--- config.mk ---
export PLATFORM = sky130hd
export DESIGN_NAME = ffba_ctrl
export DESIGN_NICKNAME = d
export VERILOG_FILES = /design/src/rtl/core/ffba_pkg.sv /design/src/rtl/core/ffba_ctrl.sv
export SDC_FILE = /design/constraint.sdc
export NUM_CORES = 1
export LEC_CHECK = 0
export ABC_AREA = 1
export BUFFER_PORTS_ARGS = -buffer_cell sky130_fd_sc_hd__buf_2
export CAP_MARGIN = 20
export CORE_MARGIN = 5
export CORE_UTILIZATION = 42
export CTS_BUF_LIST = sky130_fd_sc_hd__clkbuf_16
export DETAILED_ROUTE_END_ITERATION = 12
export HOLD_SLACK_MARGIN = 0.05
export PLACE_DENSITY = 0.79
export RECOVER_POWER = 25
export SYNTH_ARGS = -nofsm -noshare
export SYNTH_HDL_FRONTEND = slang
export SYNTH_SLANG_ARGS = --single-unit
--- constraint.sdc ---
create_clock -name clk -period 1.9 [get_ports clk]
set_clock_uncertainty 0.15 [all_clocks]
set_input_delay 0.57 -clock clk [delete_from_list [all_inputs] [get_ports clk]]
set_output_delay 0.57 -clock clk [all_outputs]
set_load 0.02 [all_outputs]
--- src/rtl/core/ffba_pkg.sv ---
`default_nettype none
package ffba_pkg;

    localparam int SIZE_W = 27;
    localparam int ADDR_W = 32;
    localparam int HDR_W  = 7;
    localparam int STAT_W = 11;

    localparam logic [1:0] KIND_ALLOC  = 2'd0;
    localparam logic [1:0] KIND_ZERO   = 2'd1;
    localparam logic [1:0] KIND_FREE   = 2'd2;
    localparam logic [1:0] KIND_RESIZE = 2'd3;

    localparam logic [1:0] ST_OK      = 2'd0;
    localparam logic [1:0] ST_SIZE    = 2'd1;
    localparam logic [1:0] ST_HEAP    = 2'd2;
    localparam logic [1:0] ST_IGNORED = 2'd3;

    localparam logic [1:0] REG_LIMIT    = 2'd0;
    localparam logic [1:0] REG_HEADER   = 2'd1;
    localparam logic [1:0] REG_CAPACITY = 2'd2;

    localparam logic [SIZE_W-1:0] LIMIT_RESET    = 27'd100000000;
    localparam logic [HDR_W-1:0]  HEADER_RESET   = 7'd32;
    localparam logic [ADDR_W-1:0] CAPACITY_RESET = 32'hFFFF_FFFF;

    typedef enum logic [3:0] {
        S_IDLE,
        S_MUL,
        S_CHECK,
        S_SCAN_FIND,
        S_FOUND,
        S_SCAN_ALLOC,
        S_TAKE,
        S_APPEND,
        S_RELEASE,
        S_FINISH
    } ffba_state_t;

    typedef struct packed {
        logic       load;
        logic       mul;
        logic       scan_start;
        logic       scan_alloc;
        logic       scan_step;
        logic       take;
        logic       append;
        logic       release_hit;
        logic       claim_hit;
        logic       save_old;
        logic       release_old;
        logic       set_status;
        logic [1:0] status;
        logic       finish;
    } ffba_cmd_t;

    typedef struct packed {
        logic [1:0] kind;
        logic       bad_size;
        logic       addr_null;
        logic       hit;
        logic       miss;
        logic       hit_free;
        logic       fits_in_place;
        logic       append_ok;
        logic       old_valid;
        logic       counts_ok;
    } ffba_stat_t;

endpackage
`default_nettype wire

--- src/rtl/core/ffba_ctrl.sv ---
`default_nettype none
module ffba_ctrl
    import ffba_pkg::*;
(
    input  wire logic       clk,
    input  wire logic       rst_n,
    input  wire logic       in_valid,
    input  wire logic [1:0] in_kind,
    output logic            in_ready,
    output logic            out_valid,
    input  wire logic       out_ready,
    input  wire ffba_stat_t stat,
    output ffba_cmd_t       cmd
);

    ffba_state_t state_reg, state_next;
    logic        out_valid_reg, out_valid_next;

    always_ff @(posedge clk or negedge rst_n) begin
        if (!rst_n) begin
            state_reg     <= S_IDLE;
            out_valid_reg <= 1'b0;
        end else begin
            state_reg     <= state_next;
            out_valid_reg <= out_valid_next;
        end
    end

    always_comb begin
        state_next = state_reg;
        cmd        = '0;
        case (state_reg)
            S_IDLE: begin
                if (in_valid) begin
                    cmd.load   = 1'b1;
                    state_next = (in_kind == KIND_ZERO) ? S_MUL : S_CHECK;
                end
            end
            S_MUL: begin
                cmd.mul    = 1'b1;
                state_next = S_CHECK;
            end
            S_CHECK: begin
                if (stat.kind == KIND_FREE) begin
                    if (stat.addr_null) begin
                        cmd.set_status = 1'b1;
                        cmd.status     = ST_IGNORED;
                        state_next     = S_FINISH;
                    end else begin
                        cmd.scan_start = 1'b1;
                        state_next     = S_SCAN_FIND;
                    end
                end else if (stat.bad_size) begin
                    cmd.set_status = 1'b1;
                    cmd.status     = ST_SIZE;
                    state_next     = S_FINISH;
                end else if (stat.kind == KIND_RESIZE && !stat.addr_null) begin
                    cmd.scan_start = 1'b1;
                    state_next     = S_SCAN_FIND;
                end else begin
                    cmd.scan_start = 1'b1;
                    cmd.scan_alloc = 1'b1;
                    state_next     = S_SCAN_ALLOC;
                end
            end
            S_SCAN_FIND: begin
                cmd.scan_step = 1'b1;
                if (stat.hit) begin
                    state_next = S_FOUND;
                end else if (stat.miss) begin
                    cmd.set_status = 1'b1;
                    cmd.status     = ST_IGNORED;
                    state_next     = S_FINISH;
                end
            end
            S_FOUND: begin
                cmd.set_status = 1'b1;
                cmd.status     = ST_OK;
                state_next     = S_FINISH;
                if (stat.kind == KIND_FREE) begin
                    if (stat.hit_free) begin
                        cmd.status = ST_IGNORED;
                    end else begin
                        cmd.release_hit = 1'b1;
                    end
                end else if (stat.fits_in_place) begin
                    cmd.claim_hit = 1'b1;
                end else begin
                    cmd.set_status = 1'b0;
                    cmd.save_old   = 1'b1;
                    cmd.scan_start = 1'b1;
                    cmd.scan_alloc = 1'b1;
                    state_next     = S_SCAN_ALLOC;
                end
            end
            S_SCAN_ALLOC: begin
                cmd.scan_step = 1'b1;
                cmd.scan_alloc = 1'b1;
                if (stat.hit) begin
                    state_next = S_TAKE;
                end else if (stat.miss) begin
                    state_next = S_APPEND;
                end
            end
            S_TAKE: begin
                cmd.take       = 1'b1;
                cmd.set_status = 1'b1;
                cmd.status     = ST_OK;
                state_next     = stat.old_valid ? S_RELEASE : S_FINISH;
            end
            S_APPEND: begin
                cmd.set_status = 1'b1;
                if (stat.append_ok) begin
                    cmd.append = 1'b1;
                    cmd.status = ST_OK;
                    state_next = stat.old_valid ? S_RELEASE : S_FINISH;
                end else begin
                    cmd.status = ST_HEAP;
                    state_next = S_FINISH;
                end
            end
            S_RELEASE: begin
                cmd.release_old = 1'b1;
                state_next      = S_FINISH;
            end
            S_FINISH: begin
                if (!out_valid_reg || out_ready) begin
                    cmd.finish = 1'b1;
                    state_next = S_IDLE;
                end
            end
            default: begin
                state_next = S_IDLE;
            end
        endcase
    end

    always_comb begin
        if (cmd.finish) begin
            out_valid_next = 1'b1;
        end else if (out_ready) begin
            out_valid_next = 1'b0;
        end else begin
            out_valid_next = out_valid_reg;
        end
    end

    assign in_ready  = (state_reg == S_IDLE);
    assign out_valid = out_valid_reg;

endmodule
`default_nettype wire

==> summary.txt, run 1 <==
outcome: aborted with a tool error
Halt Stage: global routing
Err: [ERROR DPL-0038] Utilization greater than 100%, impossible to legalize
Netlist cell types: 17
Synth top area share: 0.211
post-GRT worst EP: cmd[2]
Cell Area, Synth: 594 sq um
pre-CTS worst setup slack: -195 ps
Synth Area in Compound Gates: 0.107
TritonCTS sink count: 5
num ports: 34
syn_nets: 127
port bufs: 32
syn_area_per_cell: 5.40 sq um
Synth area leaders: dfrtp_1 (21%), nand2_1 (18%), inv_1 (14%)
Rows: 13
CTS Buf Count: 3
placed cell count: 173
Post-Synth Adder-Cell Area: 0
post-DP HPWL: 1600 um
Die Ht: 47.6 um
Synth Area in Simple Gates: 0.518
YS warnings: 0
Initial Util: 0.451
cell count after synthesis: 110
flops & latches, synth: 5
Clock Tree Root: clkbuf_16
Final GP Congestion: 0.898
xor/xnor cell area share of the yosys netlist: 0
CTS H-Tree Depth: 1
Seq/Total Area, Yosys: 0.211
post-synthesis mux area share: 0
Clock Path Buffers: 2
chip width: 47.6 um
worst endpoint pin kind: output port
cell taking the most area after synthesis: dfrtp_1
main combinational cell family by area after synthesis: simple AND/OR/NAND/NOR gates
pin count of the biggest net entering global routing: 7
timing repair:
action	in CTS
gates resized for setup	31
setup buffers	5
hold buffers	1
setup endpoints to repair	14
pin swaps	9
endpoints found under the hold margin	5
kinds of logic after synthesis:
kind of cell,count (synthesis)
simple gates,69
flops,5
compound gates,11
buf+inv,25
synthesized netlist by cell type:
master / count
o21ai_0: 5
nand3b_1: 2
nand2_2: 3
inv_2: 2
nor2_1: 14
o21ai_2: 1
nand4_1: 1
nor3_1: 4
nor2_2: 5
a21oi_1: 2
a31oi_1: 2
dfrtp_1: 5
buf_4: 1
a211oi_1: 1
nand3_1: 11
nand2_1: 29
inv_1: 22
stage by stage:
stage	cell area, sq um	util
floorplan	617	-
global placement	916	0.695
detailed placement	916	0.695
CTS	1140	0.862
==> run 2: changes to the inputs <==
--- a/config.mk
+++ b/config.mk
@@ -8,12 +8,10 @@
 export ABC_AREA = 1
 export BUFFER_PORTS_ARGS = -buffer_cell sky130_fd_sc_hd__buf_2
 export CAP_MARGIN = 20
-export CORE_MARGIN = 5
-export CORE_UTILIZATION = 42
-export CTS_BUF_LIST = sky130_fd_sc_hd__clkbuf_16
+export CORE_AREA = 5 5 66 68
 export DETAILED_ROUTE_END_ITERATION = 12
-export HOLD_SLACK_MARGIN = 0.05
-export PLACE_DENSITY = 0.79
+export DIE_AREA = 0 0 71 73
+export PLACE_DENSITY_LB_ADDON = 0.15
 export RECOVER_POWER = 25
 export SYNTH_ARGS = -nofsm -noshare
 export SYNTH_HDL_FRONTEND = slang
==> summary.txt, run 2 <==
commonest non-fill, non-tap cell in the layout: buf_4
post-DP HPWL: 2010 um (+25%)
pins over their slew limit: 0
Rel. slew slack: 0.824
syn_area_per_cell: 5.40 sq um (unchanged)
Achievable Freq: 482 MHz
Final Hold Viols: 0
syn_nets: 127 (unchanged)
max-cap viol count: 0
CTS tree: yes
CP endpoint kind: output port
CTS H-Tree Depth: 1 (unchanged)
Final WS setup: -174 ps
YS warnings: 0 (unchanged)
Die Area: 0.00518 sq mm
via count: 888
Core Area: 0.00380 sq mm
Critical Path RT: 1180 ps
grt total ovfl: 0
fin util: 0.336
worst hold path class: primary input to async pin
Setup crit start: stat[10]
Max IR drop VDD: 551 uV
worst slew pin tran: 263 ps
worst reg2reg path depth: 9
max FFs per register: 4
cell with the most instances after synthesis: nand2_1
RSZ-0062 raised after global routing: true
Final GP Congestion: 0.788 (-12%)
commonest non-fill, non-tap cells in the layout: buf_4 (33), nand2_1 (23), inv_1 (14), buf_2 (14), buf_6 (10)
Die Ht: 73 um (+53%)
Period minus WS final: 2070 ps
DRC: 0
Iteration-0 DRC Markers: 4
pin count of the biggest net entering global routing: 6
fin crit share: 1.09
fraction of layout cells with a size suffix above 1: 0.626
violated checks: setup timing
initial antenna violation count: 0
startpoint types: primary input
final std cells w/o fill: 221
total power per unit cell area: 1370 mW/mm^2
post-route ant nets: 0
Clock Tree Root: clkbuf_8
LEAKAGE: 0.704 nW
Rows: 23 (+10)
Clock Path Buffers: 2 (unchanged)
vias in the first global route: 945
GR Util All Layers: 0.0978
top_reg_cell synth: dfrtp_1
cell taking the most area after synthesis: dfrtp_1
CP Capture Point: cmd[12]
TritonCTS sink count: 5 (unchanged)
clk slew on worst S/H paths: 40 ps
flops & latches, synth: 5 (unchanged)
post-layout net count: 189
# setup viols final: 15
commonest cells in the netlist: nand2_1 (29), inv_1 (22), nor2_1 (14), nand3_1 (11)
chip width: 71 um (+49%)
cts hold-fix bufs: 0 (-1)
Synth top area share: 0.211 (unchanged)
drt total wl: 2410 um
vias per cell: 4.02
outcome: complete, but fails checks
Initial Util: 0.156 (-0.295)
Cell Area, Synth: 594 sq um (unchanged)
port bufs: 32 (unchanged)
Seq/Total Area, Yosys: 0.211 (unchanged)
num ports: 34 (unchanged)
worst reg2reg path endpoint: state_reg[3]
DR pass1 iterations: 4
number of enable flip-flop cells after synthesis: 0 (unchanged)
CTS Buf Count: 3 (unchanged)
ANT cells: 0
Synth area leaders: dfrtp_1 (21%), nand2_1 (18%), inv_1 (14%)
R2R setup slack: 310 ps
Async SR Flop Fraction: 1.00 (unchanged)
global-route wire length before repair: 4030 um
CP arrival: 1350 ps
placed cell count: 212 (+23%)
CP Class: primary input to output port
Worst-Skew Late Latency: 220 ps
critical path peak fanout: 4
Routed WL per cell: 10.9 um
cell count after synthesis: 110 (unchanged)
Area growth syn-to-layout: 115%
Netlist cell types: 17 (unchanged)
Worst R2R Start: state_reg[3]
run 2: repair_timing:
item	in CTS	in global routing
buffers inserted	3	4
endpoints found under the hold margin	0	0
resized for setup	34	34
endpoints found under the setup margin	16	16
pin swaps	6	9
run 2: how the worst min path moves through the flow:
stage               start      endpoint  slack [ps]  depth (start not counted)
global placement    rst_n  state_reg[2]         240                          1
global route        rst_n  state_reg[3]          60                          1
finish              rst_n  state_reg[3]          40                          1
detailed placement  rst_n  state_reg[2]         240                          1
CTS                 rst_n  state_reg[0]           3                          1
floorplan           rst_n     out_valid         120                          0
run 2: logic make-up after synthesis:
kind of cell / Yosys count / synth area share
AND/OR/NAND/NOR: 69 / 0.518
buffers and inverters: 25 / 0.164
AO/OA/AOI/OAI: 11 / 0.107
flip-flops: 5 / 0.211
run 2: stage by stage:
step / hold slack, ps / setup WS, ps / TNS (ps) / instance area (sq um) / power (mW)
2_1_floorplan: 124 / -39.1 / -78.8 / 617 / 0.782
3_3_place_gp: 235 / -221 / -1120 / 990 / 1.21
3_5_place_dp: 240 / -219 / -1140 / 990 / 1.21
4_1_cts: 2.69 / -172 / -2040 / 1150 / 1.58
5_1_grt: 62.7 / -236 / -2870 / 1270 / 1.91
6_report: 44.0 / -174 / -1620 / 1270 / 1.75
run 2: critical path, stage by stage:
cell     delay [ps]
buf_4           110
inv_4            40
nor2_4          140
o21ai_2          90
buf_4           130
o21ai_2         140
buf_6           130
run 2: report_power, final:
part | total [mW] | leakage (nW) | internal [mW] | switching (mW)
sequential | 0.235 | 0.0599 | 0.161 | 0.0738
combinational | 1.32 | 0.621 | 0.608 | 0.712
clock | 0.195 | 0.0228 | 0.144 | 0.0509
run 2: per-layer routing:
layer / global-route usage / wire [um]
met1: 0.109 / 1000
met2: 0.179 / 1280
met3: 0.0207 / 100
met4: 0.0418 / 19
met5: 0 / 0
run 2: layout make-up:
class,instances,area (sq um)
fillers,437,2520
multi-input cells,80,510
repair buffers,58,434
flip-flops and latches,5,130
inverters,24,92.6
well taps,50,62.6
clock buffers,4,45.0
Note: power is estimated with default switching activity, not from simulation.
==> run 3: changes to the inputs <==
--- a/config.mk
+++ b/config.mk
@@ -13,6 +13,7 @@
 export DIE_AREA = 0 0 71 73
 export PLACE_DENSITY_LB_ADDON = 0.15
 export RECOVER_POWER = 25
+export SKIP_LAST_GASP = 1
 export SYNTH_ARGS = -nofsm -noshare
 export SYNTH_HDL_FRONTEND = slang
 export SYNTH_SLANG_ARGS = --single-unit
==> summary.txt, run 3 (synthesis results as in run 2) <==
worst hold path class: primary input to async pin
Final GP Congestion: 0.788 (unchanged)
TritonCTS sink count: 5 (unchanged)
Final Cell Area: 0.00125 sq mm (-1.7%)
area post-placement: 990 sq um (unchanged)
Die Ht: 73 um (unchanged)
pins over their slew limit: 0 (unchanged)
Area growth syn-to-layout: 111%
Period minus WS final: 2080 ps (+7.46 ps)
Worst-Skew Late Latency: 220 ps (about the same)
CTS H-Tree Depth: 1 (unchanged)
Clock Path Buffers: 2 (unchanged)
sw frac: 0.478 (about the same)
Achievable Freq: 480 MHz (-0.36%)
fin crit share: 1.10 (+0.00393)
CTS Buf Count: 3 (unchanged)
max FFs per register: 4 (unchanged)
port bufs: 32 (unchanged)
post-layout net count: 189 (unchanged)
fraction of layout cells with a size suffix above 1: 0.620 (-0.00585)
GR Util All Layers: 0.0978 (unchanged)
Final WS setup: -181 ps (-7.46 ps)
critical path peak fanout: 4 (unchanged)
max-cap viol count: 0 (unchanged)
outcome: complete, but fails checks
vias in the first global route: 947 (+0.21%)
CTS tree: yes
Initial Util: 0.156 (unchanged)
fin util: 0.330 (-0.00560)
startpoint types: primary input
DR pass1 iterations: 4 (unchanged)
Routed WL per cell: 10.8 um (-0.58%)
Setup TNS: -1700 ps (-88.4 ps)
Clock Tree Root: clkbuf_8
CP Class: primary input to output port
Setup crit start: stat[9]
# setup viols final: 15 (unchanged)
Switch Pwr: 0.824 mW (-1.6%)
cts hold-fix bufs: 0 (unchanged)
violated checks: setup timing
Iteration-0 DRC Markers: 10 (+6)
total power per unit cell area: 1370 mW/mm^2 (about the same)
worst slew pin tran: 267 ps (+3.71 ps)
global-route wire length before repair: 4040 um (+0.17%)
Rows: 23 (unchanged)
CP endpoint kind: output port
Int Pwr: 0.898 mW (-1.6%)
Worst R2R Start: state_reg[3]
drt total wl: 2390 um (-0.58%)
post-DP HPWL: 2010 um (unchanged)
DRC: 0 (unchanged)
vias per cell: 4.05 (+0.68%)
commonest non-fill, non-tap cells in the layout: buf_4 (34), nand2_1 (22), inv_1 (15), buf_2 (15), nor2_1 (9)
Clk pwr share: 0.113 (+0.002)
commonest non-fill, non-tap cell in the layout: buf_4
Max IR drop VDD: 523 uV (-4.9%)
Final Hold Viols: 0 (unchanged)
CP arrival: 1360 ps (about the same)
sequential power share: 0.135 (about the same)
chip width: 71 um (unchanged)
Critical Path RT: 1180 ps (about the same)
ANT cells: 0 (unchanged)
Filler cells: 439 (+0.46%)
initial antenna violation count: 0 (unchanged)
clk slew on worst S/H paths: 40 ps (about the same)
num ports: 34 (unchanged)
R2R setup slack: 310 ps (about the same)
power share of the combinational group: 0.751 (-0.003)
Core Area: 0.00380 sq mm (unchanged)
grt total ovfl: 0 (unchanged)
RSZ-0062 raised after global routing: true
LEAKAGE: 0.698 nW (-0.86%)
Pwr Total: 1.72 mW (-1.6%)
pin count of the biggest net entering global routing: 6 (unchanged)
Rel. slew slack: 0.822 (-0.00247)
via count: 894 (+0.68%)
post-route ant nets: 0 (unchanged)
Die Area: 0.00518 sq mm (unchanged)
==> run 3: metrics by stage <==
step | setup WS, ps | instances | hold WS (ps)
5_1_grt | -239 | 221 | 62.7
2_1_floorplan | -39.1 | 110 | 124
3_3_place_gp | -221 | 212 | 235
6_report | -181 | 221 | 45.2
3_5_place_dp | -219 | 212 | 240
4_1_cts | -172 | 219 | 2.69
==> run 3: per-layer routing <==
layer | vias to the layer above | global-route usage | part of all wire
met2 | 21 | 0.177 | 0.52
met3 | 4 | 0.0193 | 0.046
li1 | 462 | - | -
met5 | - | 0 | 0
met1 | 407 | 0.111 | 0.42
met4 | 0 | 0.0418 | 0.0079
==> run 3: power by group through the flow <==
stage          sequential, mW  clock, mW  combinational, mW
2_1_floorplan           0.205          0              0.577
3_3_place_gp            0.205          0               1.00
3_5_place_dp            0.200          0               1.01
4_1_cts                 0.216      0.202               1.14
5_1_grt                 0.241      0.214               1.43
6_report                0.233      0.195               1.29
==> run 3: area by class of cell <==
| cell class | instances | area, sq um | area share |
|---|---|---|---|
| Sequential cell | 5 | 130 | 0.104 |
| Inverter | 24 | 92.6 | 0.0739 |
| Clock buffer | 4 | 45.0 | 0.0359 |
| Timing Repair Buffer | 58 | 424 | 0.338 |
| Tap cell | 50 | 62.6 | 0.0499 |
| Multi-Input combinational cell | 80 | 499 | 0.398 |
==> run 3: critical path, stage by stage <==
cell and delay (ps):
buf_2 140, nor2_4 150, o21ai_2 100, buf_4 130, o21ai_2 140, buf_6 130
==> run 3: repair_timing <==
action	4_1_cts	5_1_grt
setup buffers	3	3
pin swaps	6	11
setup endpoints to repair	16	16
resized for setup	29	34
hold endpoints to repair	0	0
==> run 3: final timing paths <==
path	end	cells after the start
worst max-delay path	cmd[12]	6
worst min-delay path	state_reg[3]	1
worst max register to register	state_reg[3]	9
worst min register to register	out_valid	2
max in group asynchronous	state_reg[2]	1
min in group clk	out_valid	2
==> run 4: changes to the inputs <==
--- a/config.mk
+++ b/config.mk
@@ -7,10 +7,10 @@
 export LEC_CHECK = 0
 export ABC_AREA = 1
 export BUFFER_PORTS_ARGS = -buffer_cell sky130_fd_sc_hd__buf_2
-export CAP_MARGIN = 20
 export CORE_AREA = 5 5 66 68
 export DETAILED_ROUTE_END_ITERATION = 12
 export DIE_AREA = 0 0 71 73
+export GPL_TIMING_DRIVEN = 0
 export PLACE_DENSITY_LB_ADDON = 0.15
 export RECOVER_POWER = 25
 export SKIP_LAST_GASP = 1
==> summary.txt, run 4 (synthesis results as in run 2) <==
LEAKAGE: 0.669 nW (-4.1%)
# setup viols final: 14 (-1)
pin count of the biggest net entering global routing: 6 (unchanged)
instance count on the critical path: 7 (+1)
CTS tree: yes
grt total ovfl: 0 (unchanged)
placed cell count: 192 (-9.4%)
CTS H-Tree Depth: 1 (unchanged)
final std cells w/o fill: 212 (-4.1%)
area of the multi-input gates: 543 sq um (+8.8%)
Period minus WS final: 2100 ps (+21.3 ps)
R2R setup slack: 320 ps (about the same)
worst reg2reg path depth: 9 (unchanged)
Clk pwr share: 0.113 (about the same)
power share of the combinational group: 0.749 (-0.002)
commonest non-fill, non-tap cell in the layout: nand2_1
DR pass1 iterations: 2 (-2)
sw frac: 0.504 (+0.0255)
CP arrival: 1380 ps (+20 ps)
worst reg2reg path endpoint: state_reg[0]
CP delay by family, top: buffers and inverters
ANT cells: 0 (unchanged)
pins over their slew limit: 0 (unchanged)
Worst-Skew Late Latency: 220 ps (about the same)
CP endpoint kind: output port
GR Util All Layers: 0.0989 (+0.00115)
Final WS setup: -203 ps (-21.3 ps)
global-route wire length before repair: 4180 um (+3.6%)
Final Hold Viols: 0 (unchanged)
DRC: 0 (unchanged)
Clock Path Buffers: 2 (unchanged)
Rows: 23 (unchanged)
Switch Pwr: 0.880 mW (+6.8%)
Initial Util: 0.156 (unchanged)
CP Class: primary input to output port
Final GP Congestion: 0.804 (+2.0%)
clk slew on worst S/H paths: 40 ps (about the same)
Die Area: 0.00518 sq mm (unchanged)
Routed WL per cell: 11.0 um (+1.9%)
Int Pwr: 0.866 mW (-3.5%)
chip width: 71 um (unchanged)
Rel. slew slack: 0.818 (-0.00384)
Iteration-0 DRC Markers: 17 (+7)
post-route ant nets: 0 (unchanged)
Filler cells: 440 (+0.23%)
max FFs per register: 4 (unchanged)
CTS Buf Count: 3 (unchanged)
violated checks: setup timing
startpoint types: primary input
Critical Path RT: 1180 ps (about the same)
worst hold path class: primary input to async pin
vias per cell: 4.00 (-1.1%)
commonest non-fill, non-tap cells in the layout: nand2_1 (23), buf_4 (20), buf_2 (17)
drt total wl: 2340 um (-2.2%)
Core Area: 0.00380 sq mm (unchanged)
Area growth syn-to-layout: 108%
vias in the first global route: 957 (+1.1%)
fraction of layout cells with a size suffix above 1: 0.617 (-0.00260)
post-layout net count: 180 (-4.8%)
CP cell instances: buf_4, inv_2, nor2_4, buf_4, a31oi_2, nand3_2, buf_6
Achievable Freq: 476 MHz (-1.0%)
Setup TNS: -1780 ps (-76.5 ps)
Clock Tree Root: clkbuf_8
Crit-path slowest cell: a31oi_2
register area: 130 sq um (unchanged)
total power per unit cell area: 1410 mW/mm^2 (+2.8%)
Worst path most repeated cell: buf_4
via count: 848 (-5.1%)
max-cap viol count: 0 (unchanged)
CP Buf/Inv Count: 4 (+1)
port bufs: 32 (unchanged)
initial antenna violation count: 0 (unchanged)
fin crit share: 1.11 (+0.0112)
Max IR drop VDD: 444 uV (-15%)
post-DP HPWL: 1840 um (-8.1%)
worst slew pin tran: 273 ps (+5.76 ps)
TritonCTS sink count: 5 (unchanged)
Worst R2R Start: state_reg[0]
Die Ht: 73 um (unchanged)
RSZ-0062 raised after global routing: true
outcome: complete, but fails checks
critical path peak fanout: 5 (+1)
cts hold-fix bufs: 0 (unchanged)
Max stage delay on crit path: 200 ps (+50 ps)
sequential power share: 0.138 (+0.003)
fin util: 0.325 (-0.00461)
num ports: 34 (unchanged)
-- run 4: cell types whose count changed in the layout (fill, tap and decap cells not counted), sizes merged --
cell,before,now
buf,57,48
-- run 4: routing by layer --
layer	GRT usage	up-vias	wire, um
li1	-	446	-
met5	0	-	0
met2	0.171	23	1210
met3	0.0207	2	114
met1	0.118	377	994
met4	0.0438	0	23
-- run 4: area by class of cell --
type | instances | share of cell area
inverter | 24 | 0.0749
sequential | 5 | 0.105
clock buffer | 4 | 0.0364
multi-input combinational | 80 | 0.439
buffer | 1 | 0.00607
tap | 50 | 0.0506
timing repair buffer | 48 | 0.287
-- run 4: worst max-delay path by stage --
stage / from / slack [ps] / end
final: stat[10] / -200 / cmd[2]
after global placement: stat[9] / -250 / cmd[3]
after global routing: state_reg[3] / -280 / cmd[1]
after CTS: state_reg[3] / -180 / cmd[3]
after detailed placement: stat[9] / -260 / cmd[3]
after floorplan: state_reg[0] / -40 / cmd[6]
-- run 4: metrics by stage --
stage | hold slack, ps | instance area (sq um) | worst slack [ps] | power [mW]
CTS | 4.67 | 1140 | -182 | 1.65
global route | 76.1 | 1240 | -277 | 1.90
floorplan | 124 | 617 | -39.1 | 0.782
finish | 45.9 | 1240 | -203 | 1.75
global placement | 242 | 840 | -255 | 1.03
detailed placement | 244 | 840 | -263 | 1.03
-- run 4: worst reg2reg max path: stages, from the launching register on --
cell and delay, ps:
dfrtp_2 430, nand2_2 80, buf_4 130, buf_4 140, nor2_1 160, nand2_1 100
nand2_1 100, nor2_2 50, nand2_1 70, nand2_1 50
-- run 4: what timing repair did --
action                     CTS  global route
setup endpoints to repair   15            16
setup buffers               13             3
resized for setup           54            18
pin swaps                   12             9
-- run 4: power groups by stage --
stage                     combinational, mW  sequential, mW  clock, mW
after global routing                   1.44           0.253      0.213
after detailed placement              0.825           0.209          0
after global placement                0.823           0.211          0
final                                  1.31           0.241      0.198
after CTS                              1.21           0.241      0.205
after floorplan                       0.577           0.205          0
